[config.mk]
export PLATFORM = sky130hd
export DESIGN_NAME = lbzr_queue
export DESIGN_NICKNAME = d
export VERILOG_FILES = /design/src/sv/lbzr_queue.sv
export SDC_FILE = /design/constraint.sdc
export NUM_CORES = 1
export LEC_CHECK = 0
export ABC_AREA = 1
export ABC_CLOCK_PERIOD_IN_PS = 2700
export CAP_MARGIN = 20
export CORE_UTILIZATION = 28
export CTS_CLUSTER_SIZE = 40
export DETAILED_ROUTE_END_ITERATION = 10
export DONT_BUFFER_PORTS = 1
export PLACE_DENSITY = 0.47
export SLEW_MARGIN = 15
export SYNTH_ARGS = -nofsm -noshare
export SYNTH_HDL_FRONTEND = slang
export SYNTH_SLANG_ARGS = --single-unit
[constraint.sdc]
create_clock -name clk -period 2.7 [get_ports clk]
set_input_delay 0.135 -clock clk [delete_from_list [all_inputs] [get_ports clk]]
set_output_delay 0.135 -clock clk [all_outputs]
set_load 0.1 [all_outputs]
[src/sv/lbzr_queue.sv]
// Short register queue between the front and back parts of the filter.
// Generic payload; depth a power of two. Depends on nothing.
`timescale 1ns / 1ps

module lbzr_queue #(
  parameter int WIDTH = 8,
  parameter int DEPTH = 2
) (
  input  logic             clk,
  input  logic             rst_n,
  input  logic             push_i,
  input  logic [WIDTH-1:0] push_data_i,
  input  logic             pop_i,
  output logic [WIDTH-1:0] head_o,
  output logic             empty_o,
  output logic             full_o
);

  localparam int PTR_W = (DEPTH > 1) ? $clog2(DEPTH) : 1;
  localparam int CNT_W = $clog2(DEPTH + 1);

  logic [WIDTH-1:0] entry_r [DEPTH];
  logic [PTR_W-1:0] wr_ptr_r, wr_ptr_nxt;
  logic [PTR_W-1:0] rd_ptr_r, rd_ptr_nxt;
  logic [CNT_W-1:0] count_r, count_nxt;

  assign empty_o = (count_r == '0);
  assign full_o  = (count_r == CNT_W'(DEPTH));
  assign head_o  = entry_r[rd_ptr_r];

  always_comb begin
    wr_ptr_nxt = push_i ? wr_ptr_r + PTR_W'(1) : wr_ptr_r;
    rd_ptr_nxt = pop_i  ? rd_ptr_r + PTR_W'(1) : rd_ptr_r;
    count_nxt  = count_r;
    if (push_i && !pop_i) begin
      count_nxt = count_r + CNT_W'(1);
    end else if (pop_i && !push_i) begin
      count_nxt = count_r - CNT_W'(1);
    end
  end

  always_ff @(posedge clk) begin
    if (!rst_n) begin
      wr_ptr_r <= '0;
      rd_ptr_r <= '0;
      count_r  <= '0;
    end else begin
      wr_ptr_r <= wr_ptr_nxt;
      rd_ptr_r <= rd_ptr_nxt;
      count_r  <= count_nxt;
    end
  end

  always_ff @(posedge clk) begin
    if (push_i) begin
      entry_r[wr_ptr_r] <= push_data_i;
    end
  end

endmodule

-- After elaboration in Yosys (flattened, before gate mapping)
Memories as Yosys holds them, arrays and structs flattened. A register that Yosys moved wholly into a read port is not among the register bits.
Index checks and enable logic that the tools add are counted.
- register bits: 4
- memories: 1
- bits of input ports: 12
- bits in writable memories: 16
- word-level logic and storage cells: 21
- reduce and logical (&&, ||, !) cells: 6
- $add $sub $neg: 4
- muxes and demuxes: 6
- equality and inequality tests: 1
- memory list (memory ; depth ; width ; rd ports ; clocked after Yosys merged registers in ; wr ports ; line ; source):
    entry_r ; 2 ; 8 ; 1 ; 1 ; 1 ; 22 ; logic [WIDTH-1:0] entry_r [DEPTH];
- operators with widths (kind ; number):
    $mux 1 ; 4
    $mux 2 ; 2
    $add 1x1->1 const B ; 2
    $add 2x1->2 const B ; 1
    $eq 2x2->1 const B ; 1
    $logic_and 1x1->1 ; 2
    $logic_not 1->1 ; 2
    $logic_not 2->1 ; 1
    $reduce_bool 2->1 ; 1
    $sub 2x1->2 const B ; 1

-- Logic depth before layout (Yosys ltp)
Gate-level depths: netlist (run 1).
- depth in word-level cells: 4
- depth in mapped cells: 8
- mapped depth without buffers: 8

-- Worst setup path after synthesis (run 1)
No wires, ideal clock.
- path kind: reg2out
- from: register count_r[1]
- to: output full_o
- setup slack: 0.934 ns
- required time: 2.565 ns
- stages on the path, launching flop included: 3
- arrival: 1.631 ns
- cells stage by stage: dfxtp_1 inv_1 nor2_1
- longest elaborated chain between the ends: 1
- RTL lines (item ; line ; source):
    start: declaration ; 25 ; logic [CNT_W-1:0] count_r, count_nxt;
    start signal: assignment ; 50 ; count_r <= count_nxt;
    $eq 2x2->1 ; 28 ; assign full_o = (count_r == CNT_W'(DEPTH));
    end: declaration ; 16 ; output logic full_o
Every way passes these cells.

==> results_dict.tcl, run 1 <==
set metrics [dict create \
    crit_chain "mux2_2" \
    reg2reg_slack_ns 1.45 \
    portBuffers 0 \
    worst_pin_slew_ns 0.7012 \
    gr-usage-met2 0.1532 \
    multiInputGateArea_sq_um 190.2 \
    diodes 0 \
    fillers 265 \
    switching_power_mw 0.2535 \
    hp-start "push_i" \
    grt.overflow.total 0 \
    vias 461 \
    maxCapViolCount 0 \
    p_int_mw 0.4647 \
    cp_max_fo 8 \
    cpPeakStageDelay_ns 0.61 \
    synth_area_sq_um 804.5 \
    synth_seq_cells 21 \
    die_y_um 55.61 \
    layout_commonest_cell "edfxtp_1" \
    worstHoldPathCells 3 \
    design_area_sq_um 996.0 \
    yosysTopAreaCell "edfxtp_1" \
    hold_viol_final 0 \
    core-area_sq_mm 0.002734 \
    hpwl_um 834.5 \
    yosysTopAreaCellShare 0.5972 \
    finalCriticalPeriod_ns 1.597 \
    std_cell_rows 19 \
    hold_class "primary input to flip-flop" \
    mappedNetlistNets 71 \
    start_kind "flip-flop" \
    start_util 0.2943 \
    design.die.area_sq_mm 0.003092 \
    ff2ff_path_depth 1 \
    drive_above_1_share 0.2432 \
    io_pins 22 \
    finalWeightedCongestion 0.6614 \
    syn_inst 58 \
    setup_viol_count_final 0 \
    antenna_found_initial 0 \
    clkTransAtPathRegs_ns 0.10 \
    numCtsBuffers 3 \
    crit_slowest_cell "mux2_2" \
    ys_seq_area_frac 0.7216 \
    synth_area_leaders "edfxtp_1, dfxtp_1, mux2_2" \
    yosys_warnings 0 \
    grt-busiest-layer "met2" \
    clkPwrFrac 0.198 \
    power.share.switching 0.3530 \
    tns_ns 0 \
    final_cell_mix "edfxtp_1, dlygate4sd3_1, inv_1, mux2_2" \
    fin_nets 88 \
    comb_power_share 0.269 \
    relSlewSlack 0.5308 \
    vias_per_cell 4.390 \
    slew_viol_final 0 \
    p_leak_nw 0.3830 \
    insertion_delay_ns 0.30 \
    use_met1 0.08729 \
    cts_setup_buffers 0 \
    ir_drop_uv 524.0 \
    cts_tree "built" \
    grtUsageMet3 0.05349 \
    wl_per_cell_um 11.60 \
    regArea_sq_um 580.6 \
    grt_max_degree 13 \
    critical_path_class "flip-flop to primary output" \
    first_pass_iters 3 \
    wirelength_um 1218 \
    r2r_start "wr_ptr_r" \
    die-width_um 55.61 \
    fin_skew_ns 0.005526 \
    fmax_mhz 626.0 \
    cts_num_sinks 21 \
    worstReg2RegEnd "entry_r[0][6]" \
    final_util 0.3643 \
    seqPwrFrac 0.533 \
    rsz0062_at_grt "false" \
    placed_cell_area_sq_um 858.3 \
    arrival_ns 1.46 \
    cts_buffer_depth 2 \
    drt-initial-drc-count 5 \
    powerDensity_mw_per_mm2 721.1 \
    syn2layout_area_growth_pct 23.79 \
    grt_pass1_wl_um 1959 \
    grt_use_total 0.08600 \
    synth_cell_types 16 \
    crit_family "multiplexers" \
    whs_endpoint "count_r[0]" \
    period_share 0.5916 \
    root_buffer "clkbuf_4" \
    required_ns 2.57 \
    drc 0 \
    status "complete, no violations" \
    critPathCaptureType "primary output" \
    path_buf_inv 0 \
    htree_levels 1 \
    grt_pass1_vias 464 \
    ant_nets 0 \
    syn_avg_cell_area_sq_um 13.87 \
]
stage by stage:
stage | total power [mW] | hold slack [ns] | std cells | setup WS (ns)
detailed placement | 0.5704 | 0.2340 | 90 | 1.392
finish | 0.7182 | 0.1771 | 105 | 1.103
global placement | 0.5697 | 0.2340 | 90 | 1.414
floorplan | 0.5523 | 0.2339 | 58 | 0.9339
global route | 0.7527 | 0.1980 | 105 | 1.019
CTS | 0.7331 | 0.1628 | 105 | 1.044
final cells by class:
class                           count  area share
Timing Repair Buffer               13      0.1256
Tap cell                           31     0.03894
Multi-Input combinational cell     27      0.1910
Clock inverter                      1    0.005025
Clock buffer                        3     0.02261
Inverter                            9     0.03392
Sequential cell                    21      0.5829
how the worst max path moves through the flow:
stage / from / endpoint / cells past startpoint
final: flip-flop / head_o[0] / 1
after global routing: flip-flop / head_o[1] / 1
after CTS: flip-flop / head_o[0] / 1
after detailed placement: flip-flop / head_o[6] / 1
after global placement: flip-flop / head_o[0] / 1
after floorplan: count_r[1] / full_o / 2
timing repair:
| item | 4_1_cts | 5_1_grt |
|---|---|---|
| resized for setup | 0 | 0 |
| hold endpoints to repair | 21 | 0 |
| hold buffers | 11 | 0 |
routing by layer:
layer / wire length, um / part of all wire
met1: 490 / 0.40
met2: 611 / 0.50
met3: 116 / 0.095
met4: 0 / 0
met5: 0 / 0
cell families after synthesis:
kind of cell             share of synthesized area
AO/OA/AOI/OAI                              0.01243
XOR/XNOR                                   0.01089
multiplexers                                0.1120
flip-flops                                  0.7216
buffers and inverters                      0.04820
adder cells (fa/ha/maj)                    0.01555
AND/OR/NAND/NOR                            0.07931
power by group through the flow:
stage | Combinational (mW) | Clock [mW] | Sequential, mW
final | 0.193 | 0.142 | 0.383
after global routing | 0.201 | 0.165 | 0.386
after CTS | 0.195 | 0.155 | 0.384
after detailed placement | 0.179 | 0 | 0.391
after global placement | 0.180 | 0 | 0.390
after floorplan | 0.169 | 0 | 0.383
cell usage after synthesis:
cell type,number
nand3_1,1
nor2_1,7
xnor2_1,1
nand2_1,4
o21ai_0,1
buf_2,1
mux2_2,8
dfxtp_1,5
edfxtp_1,16
nor3_1,1
ha_1,1
inv_2,1
nand4_1,1
a21oi_1,1
inv_1,8
nand2_2,1
sequential cells by signal, indices dropped and copies added (netlist names), named ones only:
| register | count |
|---|---|
| count_r | 2 |
| wr_ptr_r | 1 |
| entry_r | 16 |
| rd_ptr_r | 1 |
Note: power is estimated with default switching activity, not from simulation.
==> run 2, diff against run 1 <==
--- a/config.mk
+++ b/config.mk
@@ -6,7 +6,7 @@
 export NUM_CORES = 1
 export LEC_CHECK = 0
 export ABC_AREA = 1
-export ABC_CLOCK_PERIOD_IN_PS = 2700
+export ABC_CLOCK_PERIOD_IN_PS = 1600
 export CAP_MARGIN = 20
 export CORE_UTILIZATION = 28
 export CTS_CLUSTER_SIZE = 40
==> constraint.sdc (replaced) <==
create_clock -name clk -period 1.6 [get_ports clk]
set_input_delay 0.08 -clock clk [delete_from_list [all_inputs] [get_ports clk]]
set_output_delay 0.08 -clock clk [all_outputs]
set_load 0.1 [all_outputs]
==> run 2 against run 1 <==
Net effect: register-to-register slack worse by 0.95 ns; via count shrank 2.6%; wire length decreased by 1.2%; clock power is 68% higher; final cell count increased by 0.95%; die area did not move; critical path type unchanged; sequential share of layout area is 0.31 points lower.
==> results_dict.tcl, run 2 (synthesis results as in run 1) <==
set metrics [dict create \
    status "complete, no violations" \
    cts_tree "built" \
    cts_num_sinks 21 \
    cp_max_fo 8 \
    io_pins 22 \
    finalCriticalPeriod_ns 1.417 \
    slew_viol_final 0 \
    worst_slack_ns 0.1828 \
    vias_per_cell 4.236 \
    start_util 0.2943 \
    finalHoldWorstSlack_ns 0.07682 \
    hold_class "primary input to flip-flop" \
    hold_viol_final 0 \
    crit_chain "mux2_2" \
    hp-start "push_i" \
    layout_commonest_cell "edfxtp_1" \
    final_cells 106 \
    pre_cts_slack_ns 0.3598 \
    period_share 0.8858 \
    powerDensity_mw_per_mm2 1210 \
    reg2reg_slack_ns 0.50 \
    root_buffer "clkbuf_4" \
    cp.depth 1 \
    rsz0062_at_grt "false" \
    htree_levels 1 \
    cpPeakStageDelay_ns 0.59 \
    finalWeightedCongestion 0.6023 \
    placed_cells 91 \
    hpwl_um 845.2 \
    tns_ns 0 \
    p_leak_nw 0.3855 \
    portBuffers 0 \
    cts_buffer_depth 2 \
    design.die.area_sq_mm 0.003092 \
    grt_pass1_wl_um 1925 \
    fin_skew_ns 0.001224 \
    ff2ff_path_depth 2 \
    crit_family "multiplexers" \
    setup_viol_count_final 0 \
    maxCapViolCount 0 \
    r2r_start "wr_ptr_r" \
    first_pass_iters 4 \
    drive_above_1_share 0.2533 \
    grt_max_degree 12 \
    critPathCaptureType "primary output" \
    ant_nets 0 \
    critical_path_class "flip-flop to primary output" \
    path_buf_inv 0 \
    wl_per_cell_um 11.35 \
    largest_register_ffs 16 \
    relSlewSlack 0.6483 \
    numCtsBuffers 3 \
    crit_slowest_cell "mux2_2" \
    worst_pin_slew_ns 0.5299 \
    grt.overflow.total 0 \
    final_cell_mix "edfxtp_1, dlygate4sd3_1, inv_1, mux2_2, nor2_1" \
    std_cell_rows 19 \
    core-area_sq_mm 0.002734 \
    fin_nets 89 \
    drt-initial-drc-count 2 \
    insertion_delay_ns 0.29 \
    reg_top3 "entry_r (16), count_r (2)" \
    arrival_ns 1.34 \
    antenna_found_initial 0 \
    grt_use_total 0.08437 \
    fmax_mhz 705.6 \
    diodes 0 \
    whs_endpoint "entry_r[0][1]" \
    wirelength_um 1203 \
    die-width_um 55.61 \
    start_kind "flip-flop" \
    syn2layout_area_growth_pct 24.73 \
    largest_register "entry_r" \
    required_ns 1.52 \
    ir_drop_uv 715.6 \
    worstHoldPathCells 2 \
    clkTransAtPathRegs_ns 0.11 \
    die_y_um 55.61 \
    vias 449 \
    drc 0 \
    grt_pass1_vias 462 \
    worstReg2RegEnd "entry_r[0][3]" \
]
==> run 2: changes by cell type in the layout (fill, tap and decap cells not counted) <==
| cell | previous run | this run |
|---|---|---|
| dfxtp_1 | 5 | 4 |
| clkbuf_1 | 0 | 1 |
| clkinv_2 | 1 | 0 |
| buf_4 | 2 | 3 |
| dfxtp_2 | 0 | 1 |
==> run 2: where the power goes <==
part	total, mW	switching, mW	internal (mW)
clock	0.239	0.142	0.0967
combinational	0.329	0.259	0.0701
sequential	0.646	0.0222	0.624
==> run 2: through the flow <==
stage | power (mW) | area [sq um] | utilization
2_1_floorplan | 0.9356 | 809.5 | -
5_1_grt | 1.272 | 1003 | 0.3670
3_3_place_gp | 0.9636 | 865.8 | 0.3167
6_report | 1.214 | 1003 | 0.3670
4_1_cts | 1.234 | 1002 | 0.3666
3_5_place_dp | 0.9651 | 865.8 | 0.3167
==> run 2: timing repair <==
item / CTS / global route
endpoints found under the setup margin: 0 / 8
setup buffers: 0 / 0
hold endpoints to repair: 21 / 0
hold buffers: 11 / 0
gates resized for setup: 0 / 1
==> run 2: worst max-delay path by stage <==
| stage | startpoint | to |
|---|---|---|
| floorplan | count_r[1] | full_o |
| global placement | flip-flop | head_o[5] |
| detailed placement | flip-flop | head_o[5] |
| CTS | flip-flop | head_o[5] |
| global route | flip-flop | head_o[5] |
| finish | flip-flop | head_o[5] |
==> run 2: layer usage <==
metal	share of wire	vias up	wire, um	global-route usage
met2	0.48	13	576	0.1325
met3	0.071	2	85	0.02791
li1	-	230	-	-
met4	0.0067	0	8	0.04286
met1	0.44	204	532	0.1037
met5	0	-	0	0
==> run 2: area by class of cell <==
class	count	area [sq um]
Fill cell	268	1730
Sequential cell	21	581.8
Multi-Input combinational cell	27	190.2
Timing Repair Buffer	14	132.6
Tap cell	31	38.79
Inverter	9	33.78
Clock buffer	4	26.28
