==> config.mk <==
export PLATFORM = sky130hd
export DESIGN_NAME = lbzr_front
export DESIGN_NICKNAME = d
export VERILOG_FILES = /design/src/sv/lbzr_pkg.sv /design/src/sv/lbzr_cmul.sv /design/src/sv/lbzr_front.sv
export SDC_FILE = /design/constraint.sdc
export NUM_CORES = 2
export LEC_CHECK = 0
export ABC_AREA = 0
export BUFFER_PORTS_ARGS = -buffer_cell sky130_fd_sc_hd__buf_4
export CAP_MARGIN = 20
export CORE_MARGIN = 2
export CORE_UTILIZATION = 50
export DETAILED_ROUTE_END_ITERATION = 12
export PLACE_DENSITY_LB_ADDON = 0.08
export REMOVE_ABC_BUFFERS = 1
export SYNTH_ARGS = -nofsm -noshare
export SYNTH_HDL_FRONTEND = slang
export SYNTH_SLANG_ARGS = --single-unit
==> constraint.sdc <==
create_clock -name clk -period 32 [get_ports clk]
set_input_delay 1.6 -clock clk [delete_from_list [all_inputs] [get_ports clk]]
set_output_delay 1.6 -clock clk [all_outputs]
set_load 0.01 [all_outputs]
==> src/sv/lbzr_pkg.sv <==
// Shared types and constants of the low-pass / zero-reject filter core.
// Used by lbzr_cmul, lbzr_front, lbzr_back and the top level; depends on nothing.
`timescale 1ns / 1ps

package lbzr_pkg;

  localparam int DATA_WIDTH_DEF     = 32;
  localparam int COEF_FRAC_BITS_DEF = 30;
  localparam int COEF_WIDTH         = 32;
  localparam int CFG_INDEX_WIDTH    = 2;
  localparam int QUEUE_DEPTH        = 2;

  localparam logic signed [COEF_WIDTH-1:0] INPUT_SCALE_RST  = 32'sd11201730;
  localparam logic signed [COEF_WIDTH-1:0] FEEDBACK_ONE_RST = 32'sd1815693534;
  localparam logic signed [COEF_WIDTH-1:0] FEEDBACK_TWO_RST = -32'sd786758582;

  typedef enum logic [CFG_INDEX_WIDTH-1:0] {
    REG_FILTER_MODE  = 2'd0,
    REG_INPUT_SCALE  = 2'd1,
    REG_FEEDBACK_ONE = 2'd2,
    REG_FEEDBACK_TWO = 2'd3
  } reg_idx_t;

  typedef enum logic {
    MODE_LOWPASS     = 1'b0,
    MODE_ZERO_REJECT = 1'b1
  } mode_t;

  typedef enum logic [1:0] {
    OP_LOWPASS  = 2'd0,
    OP_HOLD_SET = 2'd1,
    OP_NONE     = 2'd2,
    OP_EMPTY    = 2'd3
  } op_t;

  typedef struct packed {
    op_t  op;
    logic last;
  } cmd_t;

endpackage

==> src/sv/lbzr_cmul.sv <==
// Coefficient multiplier: data times Q-format coefficient, rounded to nearest
// (ties away from zero) and saturated to the data width. Uses lbzr_pkg.
`timescale 1ns / 1ps

module lbzr_cmul #(
  parameter int DATA_WIDTH     = lbzr_pkg::DATA_WIDTH_DEF,
  parameter int COEF_FRAC_BITS = lbzr_pkg::COEF_FRAC_BITS_DEF
) (
  input  logic signed [DATA_WIDTH-1:0]           data_i,
  input  logic signed [lbzr_pkg::COEF_WIDTH-1:0] coef_i,
  output logic signed [DATA_WIDTH-1:0]           prod_o
);

  localparam int PW = DATA_WIDTH + lbzr_pkg::COEF_WIDTH;
  localparam logic [PW:0] RND  = (PW+1)'(1) << (COEF_FRAC_BITS - 1);
  localparam logic [PW:0] HALF = (PW+1)'(1) << (DATA_WIDTH - 1);
  localparam logic signed [DATA_WIDTH-1:0] DMAX = {1'b0, {(DATA_WIDTH-1){1'b1}}};
  localparam logic signed [DATA_WIDTH-1:0] DMIN = {1'b1, {(DATA_WIDTH-1){1'b0}}};

  logic signed [PW-1:0] prod;
  logic        [PW-1:0] mag;
  logic        [PW:0]   rnd;
  logic        [PW:0]   shf;
  logic                 neg;

  assign prod = $signed(data_i) * $signed(coef_i);
  assign neg  = prod[PW-1];
  assign mag  = neg ? (~prod + PW'(1)) : prod;
  assign rnd  = {1'b0, mag} + RND;
  assign shf  = rnd >> COEF_FRAC_BITS;

  always_comb begin
    if (shf >= HALF) begin
      prod_o = neg ? DMIN : DMAX;
    end else if (neg) begin
      prod_o = -$signed(shf[DATA_WIDTH-1:0]);
    end else begin
      prod_o = $signed(shf[DATA_WIDTH-1:0]);
    end
  end

endmodule

==> src/sv/lbzr_front.sv <==
// Front part: configuration registers, input scaling, batch tracking and
// zero-reject selection; emits one command per item. Uses lbzr_pkg, lbzr_cmul.
`timescale 1ns / 1ps

module lbzr_front #(
  parameter int DATA_WIDTH     = lbzr_pkg::DATA_WIDTH_DEF,
  parameter int COEF_FRAC_BITS = lbzr_pkg::COEF_FRAC_BITS_DEF
) (
  input  logic                                       clk,
  input  logic                                       rst_n,
  input  logic                                       in_valid_i,
  output logic                                       in_ready_o,
  input  logic signed [DATA_WIDTH-1:0]               sample_i,
  input  logic                                       last_i,
  input  logic                                       empty_i,
  input  logic                                       cfg_wr_en_i,
  input  logic [lbzr_pkg::CFG_INDEX_WIDTH-1:0]       cfg_index_i,
  input  logic [lbzr_pkg::COEF_WIDTH-1:0]            cfg_wdata_i,
  input  logic                                       q_full_i,
  output logic                                       push_o,
  output lbzr_pkg::cmd_t                             push_cmd_o,
  output logic signed [DATA_WIDTH-1:0]               push_value_o,
  output logic signed [lbzr_pkg::COEF_WIDTH-1:0]     feedback_one_o,
  output logic signed [lbzr_pkg::COEF_WIDTH-1:0]     feedback_two_o
);

  lbzr_pkg::mode_t                         mode_r;
  logic signed [lbzr_pkg::COEF_WIDTH-1:0]  scale_r;
  logic signed [lbzr_pkg::COEF_WIDTH-1:0]  fb_one_r;
  logic signed [lbzr_pkg::COEF_WIDTH-1:0]  fb_two_r;
  logic signed [DATA_WIDTH-1:0]            prev_first_r, prev_first_nxt;
  logic                                    at_start_r, at_start_nxt;
  logic signed [DATA_WIDTH-1:0]            scaled;
  logic                                    accept;

  assign in_ready_o     = !q_full_i;
  assign accept         = in_valid_i && in_ready_o;
  assign push_o         = accept;
  assign feedback_one_o = fb_one_r;
  assign feedback_two_o = fb_two_r;

  lbzr_cmul #(
    .DATA_WIDTH     (DATA_WIDTH),
    .COEF_FRAC_BITS (COEF_FRAC_BITS)
  ) u_scale (
    .data_i (sample_i),
    .coef_i (scale_r),
    .prod_o (scaled)
  );

  // classify the item
  always_comb begin
    prev_first_nxt  = prev_first_r;
    at_start_nxt    = at_start_r;
    push_cmd_o.last = last_i;
    push_cmd_o.op   = lbzr_pkg::OP_NONE;
    push_value_o    = sample_i;
    if (empty_i) begin
      push_cmd_o.op = lbzr_pkg::OP_EMPTY;
    end else if (mode_r == lbzr_pkg::MODE_LOWPASS) begin
      push_cmd_o.op = lbzr_pkg::OP_LOWPASS;
      push_value_o  = scaled;
    end else if (at_start_r) begin
      push_cmd_o.op  = lbzr_pkg::OP_HOLD_SET;
      push_value_o   = (sample_i != '0) ? sample_i : prev_first_r;
      prev_first_nxt = sample_i;
    end
    if (accept) begin
      at_start_nxt = empty_i ? 1'b1 : last_i;
    end
    if (!accept) begin
      prev_first_nxt = prev_first_r;
    end
    if (cfg_wr_en_i && (lbzr_pkg::reg_idx_t'(cfg_index_i) == lbzr_pkg::REG_FILTER_MODE)) begin
      prev_first_nxt = '0;
    end
  end

  always_ff @(posedge clk) begin
    if (!rst_n) begin
      mode_r       <= lbzr_pkg::MODE_LOWPASS;
      scale_r      <= lbzr_pkg::INPUT_SCALE_RST;
      fb_one_r     <= lbzr_pkg::FEEDBACK_ONE_RST;
      fb_two_r     <= lbzr_pkg::FEEDBACK_TWO_RST;
      prev_first_r <= '0;
      at_start_r   <= 1'b1;
    end else begin
      prev_first_r <= prev_first_nxt;
      at_start_r   <= at_start_nxt;
      if (cfg_wr_en_i) begin
        unique case (lbzr_pkg::reg_idx_t'(cfg_index_i))
          lbzr_pkg::REG_FILTER_MODE:  mode_r   <= lbzr_pkg::mode_t'(cfg_wdata_i[0]);
          lbzr_pkg::REG_INPUT_SCALE:  scale_r  <= $signed(cfg_wdata_i);
          lbzr_pkg::REG_FEEDBACK_ONE: fb_one_r <= $signed(cfg_wdata_i);
          lbzr_pkg::REG_FEEDBACK_TWO: fb_two_r <= $signed(cfg_wdata_i);
          default: ;
        endcase
      end
    end
  end

endmodule

# Word level (Yosys, flattened, before mapping)

Index checks and enable logic that the tools add are counted.

$add $sub $neg: 3
$mul: 1
Magnitude comparators: 1
Equality and inequality tests: 3
Muxes and demuxes: 12
Bitwise operators: 3
Reduce and logical (&&, ||, !) cells: 11

Operators by type and width:

| cell                                                                    | count |
|---|---|
| 32-bit two-way mux                                                      | 7 |
| 64-bit by 30-bit adder with 65-bit output, second input constant        | 1 |
| 64-bit by 2-bit adder with 64-bit output, second input constant         | 1 |
| 32-bit by 32-bit multiplier with 64-bit output                          | 1 |
| 64-bit two-way mux                                                      | 1 |
| 64-bit inverter                                                         | 1 |
| 35-bit by 32-bit >= comparator with 1-bit output, second input constant | 1 |
| 32-bit negator                                                          | 1 |
| 32-bit nonzero test                                                     | 1 |
| 2-bit AND reduction                                                     | 4 |
| 2-bit two-way mux                                                       | 3 |
| 2-bit == test, second input constant                                    | 2 |
| 4-bit AND reduction                                                     | 1 |
| 2-bit by 1-bit == test with 1-bit output, second input constant         | 1 |
| 1-bit logical AND                                                       | 2 |
| 2-bit zero test                                                         | 1 |
| 1-bit inverter                                                          | 2 |
| 2-bit OR reduction                                                      | 1 |
| 1-bit zero test                                                         | 1 |
| 1-bit two-way mux                                                       | 1 |

Register bits after elaboration: 130
Output and inout bits: 101
Word-level logic and storage cells: 40

# Longest topological paths before layout

Depth in word-level cells: 10
Depth in mapped cells: 49

# Hierarchy

From an unflattened synthesis, not the netlist that was laid out.

Cell total of the unflattened synthesis: 5229
Area, all modules: 45757.6 um^2

Modules (own cells, without submodules):

| module     | instances | cells an instance | area an instance (um^2) | sequential area each (um^2) |
|---|---|---|---|---|
| lbzr_cmul  | 1         | 4494              | 40191.0                 | 0.0 |
| lbzr_front | 1         | 735               | 5566.6                  | 2602.5 |

# Worst setup path after synthesis

Ideal clock, no wire load.

Path kind: input-to-output
Start point: in sample_i[31]
End point: out push_value_o[0]
Arrival: 14137 ps
Data required time: 30400 ps
Path slack: 16263 ps
Cell stages on the path: 46
Buffers on the path: 11
Path through: clkbuf_1 > clkbuf_1 > nand2_1 > inv_1 > fa_1 > fa_1 > fa_1 > inv_1 > fa_1 > inv_1 > fa_1 > fa_1 > fa_1 > inv_1 > fa_1 > inv_1 > ha_1 > clkbuf_1 > (+10 left out) > clkbuf_1 > buf_1 > clkbuf_1 > nor2_1 > xnor2_1 > ha_1 > nor4b_1 > mux2i_1 > a21oi_1 > nand2_1 > or3_1 > buf_2 > or3_1 > mux2i_1 > o21ai_2 > buf_2 > a21o_1 > a221oi_1

Word-level cells in the longest chain between the ends: 9

Ends and longest elaborated chain:

| element                                          | line             | text |
|---|---|---|
| start, declared                                  | lbzr_front.sv:13 | `input logic signed [DATA_WIDTH-1:0] sample_i,` |
| 32-bit by 32-bit multiplier with 64-bit output   | lbzr_cmul.sv:26  | `assign prod = $signed(data_i) * $signed(coef_i);` |
| 64-bit inverter                                  | lbzr_cmul.sv:28  | `assign mag = neg ? (~prod + PW'(1)) : prod;` |
| 64-bit by 2-bit adder with 64-bit output         | lbzr_cmul.sv:28  |  |
| 64-bit two-way mux                               | lbzr_cmul.sv:28  |  |
| 64-bit by 30-bit adder with 65-bit output        | lbzr_cmul.sv:29  | `assign rnd = {1'b0, mag} + RND;` |
| 35-bit by 32-bit >= comparator with 1-bit output | lbzr_cmul.sv:33  | `if (shf >= HALF) begin` |
| 32-bit two-way mux                               | lbzr_cmul.sv:33  |  |
| 32-bit two-way mux *                             | lbzr_front.sv:60 | `end else if (mode_r == lbzr_pkg::MODE_LOWPASS) begin` |
| 32-bit two-way mux *                             | lbzr_front.sv:58 | `if (empty_i) begin` |
| end, declared                                    | lbzr_front.sv:22 | `output logic signed [DATA_WIDTH-1:0] push_value_o,` |

Every way passes the cells marked *; elsewhere a longest branch is shown, timed or not.

# Final worst setup path

Same ends and word-level chain as after synthesis.

==> results.txt <==
Status = finished, final reports clean
Antenna-violating nets left = 0
Routability Congestion = 0.931
Initial antenna violation count = 5
DR vias/cell = 5.54
DR WL/cell = 20.7 um
Post-Route Skew = 0.0152 ns
Multi-input gate area = 38,200 sq um
Relative slew slack = 0.292
RSZ-0062 raised after global routing = no
CORE AREA = 90,100 sq um
CP peak stage delay = 1.11 ns
Clock-pin transition on the worst setup and hold timing paths = 0.07 ns
First-pass DRT Iterations = 5
Worst Hold End = prev_first_r[31]
Hold path start = prev_first_r[31]
Initial Utilization = 0.505
Core Util, Final = 0.532
Critical-path top delay cell = fa_1
Hold depth = 2
Area growth syn-to-layout = 5.50%
Clock tree buffer depth = 2
First DRT Iteration DRCs = 2,285
# H-tree levels = 4
Achievable Freq = 61.4 MHz
ANT cells = 0
CP required = 30.40 ns
Width of the die = 306 um
Endpoints failing setup = 0
Post-CTS Hold Buffers = 0
EDFF count, synth = 0
Root buffer cell = clkbuf_16
Largest net degree at the start of global routing = 100
Gr usage total = 0.292
Synth Cell Area = 45,500 sq um
Post-route minimum period = 16.28 ns
Number of global-route vias before repair = 37,656
Most Frequent Cell on Critical Path = fa_1
Hold Fails Final Rpt = 0
Worst slew pin tran = 1.03 ns
Synthesized area per cell = 8.72 sq um
Synth unique cells = 96
Sequential element share of the synthesized area = 0.0572
Fin. max-slew vios = 0
Die area = 93,400 sq um
First-pass GRT wire length = 214 mm
Critical path startpoint category = primary input
HP Class = flip-flop to flip-flop
Inserted Clock Buffers = 17
CP max FO = 70
Arrival time at the worst endpoint = 14.68 ns
R2R Path End = prev_first_r[10]
R2r setup slk = 30.14 ns
Top_reg_cell synth = dfxtp_1
CP Class = primary input to output port
Total number of yosys warnings = 0
Delay-heaviest family, CP = adder cells
CP Buf/Inv Count = 9
Ports = 174
Worst R2R Start = mode_r
GR Overflow Total = 0
Min Hold Slack = 0.456 ns
Filler cells = 8,538
Die Y = 306 um
Port bufs = 173
Layout cells sized above 1 = 0.0609
Max_cap viols = 0
Final WL = 131 mm
Post-route clock period utilization = 0.509
Ys async rst share = 0
CTS tree = built
DP HPWL = 101 mm
Nets = 6,470
Mapped Cells = 5,219
Via count = 34,977
Num rows = 110
Buffer count from post-CTS setup fixing = 0
# DRC = 0
TNS Setup = 0 ns
Latest clock arrival within the worst-skew pair = 0.42 ns
Critical path capture point type = output port
FF-to-FF path depth = 5
Seq cells post-synth = 130
Post-CTS sizing = 0
Reg area = 2610 sq um
CTS sink cnt = 130
[final cells by class]
class	count	area share
inverters	930	0.0727
clock inverters	15	0.00344
clock buffers	17	0.00886
multi-input cells	3832	0.796
flip-flops and latches	130	0.0543
repair buffers	218	0.0341
well taps	1176	0.0307
[cell usage after synthesis, drive strengths merged, types with 11 or more instances]
cell	instances	area share
a21oi	188	0.021
o21a	17	0.0028
xor2	31	0.0060
and4	11	0.0021
nand3	92	0.010
nor2	114	0.0095
nor3	46	0.0052
dfxtp	130	0.057
clkbuf	317	0.026
nor4	23	0.0041
fa	1082	0.48
o211ai	26	0.0043
and2	503	0.069
a211oi	44	0.0074
a21boi	62	0.010
and3	17	0.0023
or3	14	0.0020
xnor2	76	0.015
nand2	899	0.074
or2	13	0.0018
o21ai	81	0.0091
mux2i	31	0.0068
nand2b	22	0.0030
o22ai	11	0.0015
inv	930	0.077
a211o	11	0.0021
a21o	32	0.0054
ha	186	0.051
a31oi	25	0.0038
nand4	33	0.0045
[layer usage]
metal | part of all wire | wire, um | track usage | up-vias
met5 | 0 | 0 | 0 | -
met4 | 0.036 | 4690 | 0.0878 | 0
met3 | 0.043 | 5610 | 0.0207 | 186
met2 | 0.51 | 66600 | 0.520 | 939
met1 | 0.41 | 54000 | 0.381 | 18090
li1 | - | - | - | 15762
[flip-flops by register name (all words and copies together), names as in the netlist]
register        flops
prev_first_r       32
mode_r              1
at_start_r          1
feedback_two_o     32
scale_r            32
feedback_one_o     32
[worst max-delay path by stage]
stage,startpoint,to,slack [ns],cells after the start
after floorplan,sample_i[31],push_value_o[30],15.70,37
after global placement,sample_i[31],push_value_o[5],15.99,39
after detailed placement,sample_i[31],push_value_o[26],15.66,39
after CTS,sample_i[31],push_value_o[26],15.66,39
after global routing,sample_i[31],push_value_o[26],14.53,39
final,sample_i[31],push_value_o[0],15.72,39
[tightest hold or removal path, stage by stage (launching register included)]
cell and delay, ns:
dfxtp_1 0.31, nand2_1 0.05, a21oi_1 0.05
[cell usage in the layout (no fill, tap or decap), drive strengths merged, types with 62 or more instances in the layout]
cell / count
o21ai: 81
dfxtp: 130
ha: 186
a21boi: 62
xnor2: 76
buf: 218
nand2: 899
a21oi: 188
nand3: 92
inv: 939
and2: 503
fa: 1082
nor2: 114
[cells by family (layout without fill, tap and decap cells)]
kind of cell | Yosys count | in the layout | share of synthesized area
DFF | 130 | 130 | 0.0572
adders and majority gates | 1268 | 1268 | 0.527
AOI/OAI and AO/OA | 598 | 598 | 0.0874
muxes | 34 | 34 | 0.00756
and+or+nand+nor | 1825 | 1825 | 0.196
xor gates and xnor gates | 107 | 107 | 0.0208
buffers and inverters | 1257 | 1180 | 0.104
[metrics by stage]
step,instances,setup WS (ns),area [sq um]
floorplan,4892,15.70,44300
global placement,6286,15.99,47400
detailed placement,6286,15.66,47400
CTS,6318,15.66,48000
global route,6318,14.53,48000
finish,6318,15.72,48000
Power is not shown: default switching activity piles up to over one toggle a cycle in this logic, so the estimate is an artifact.
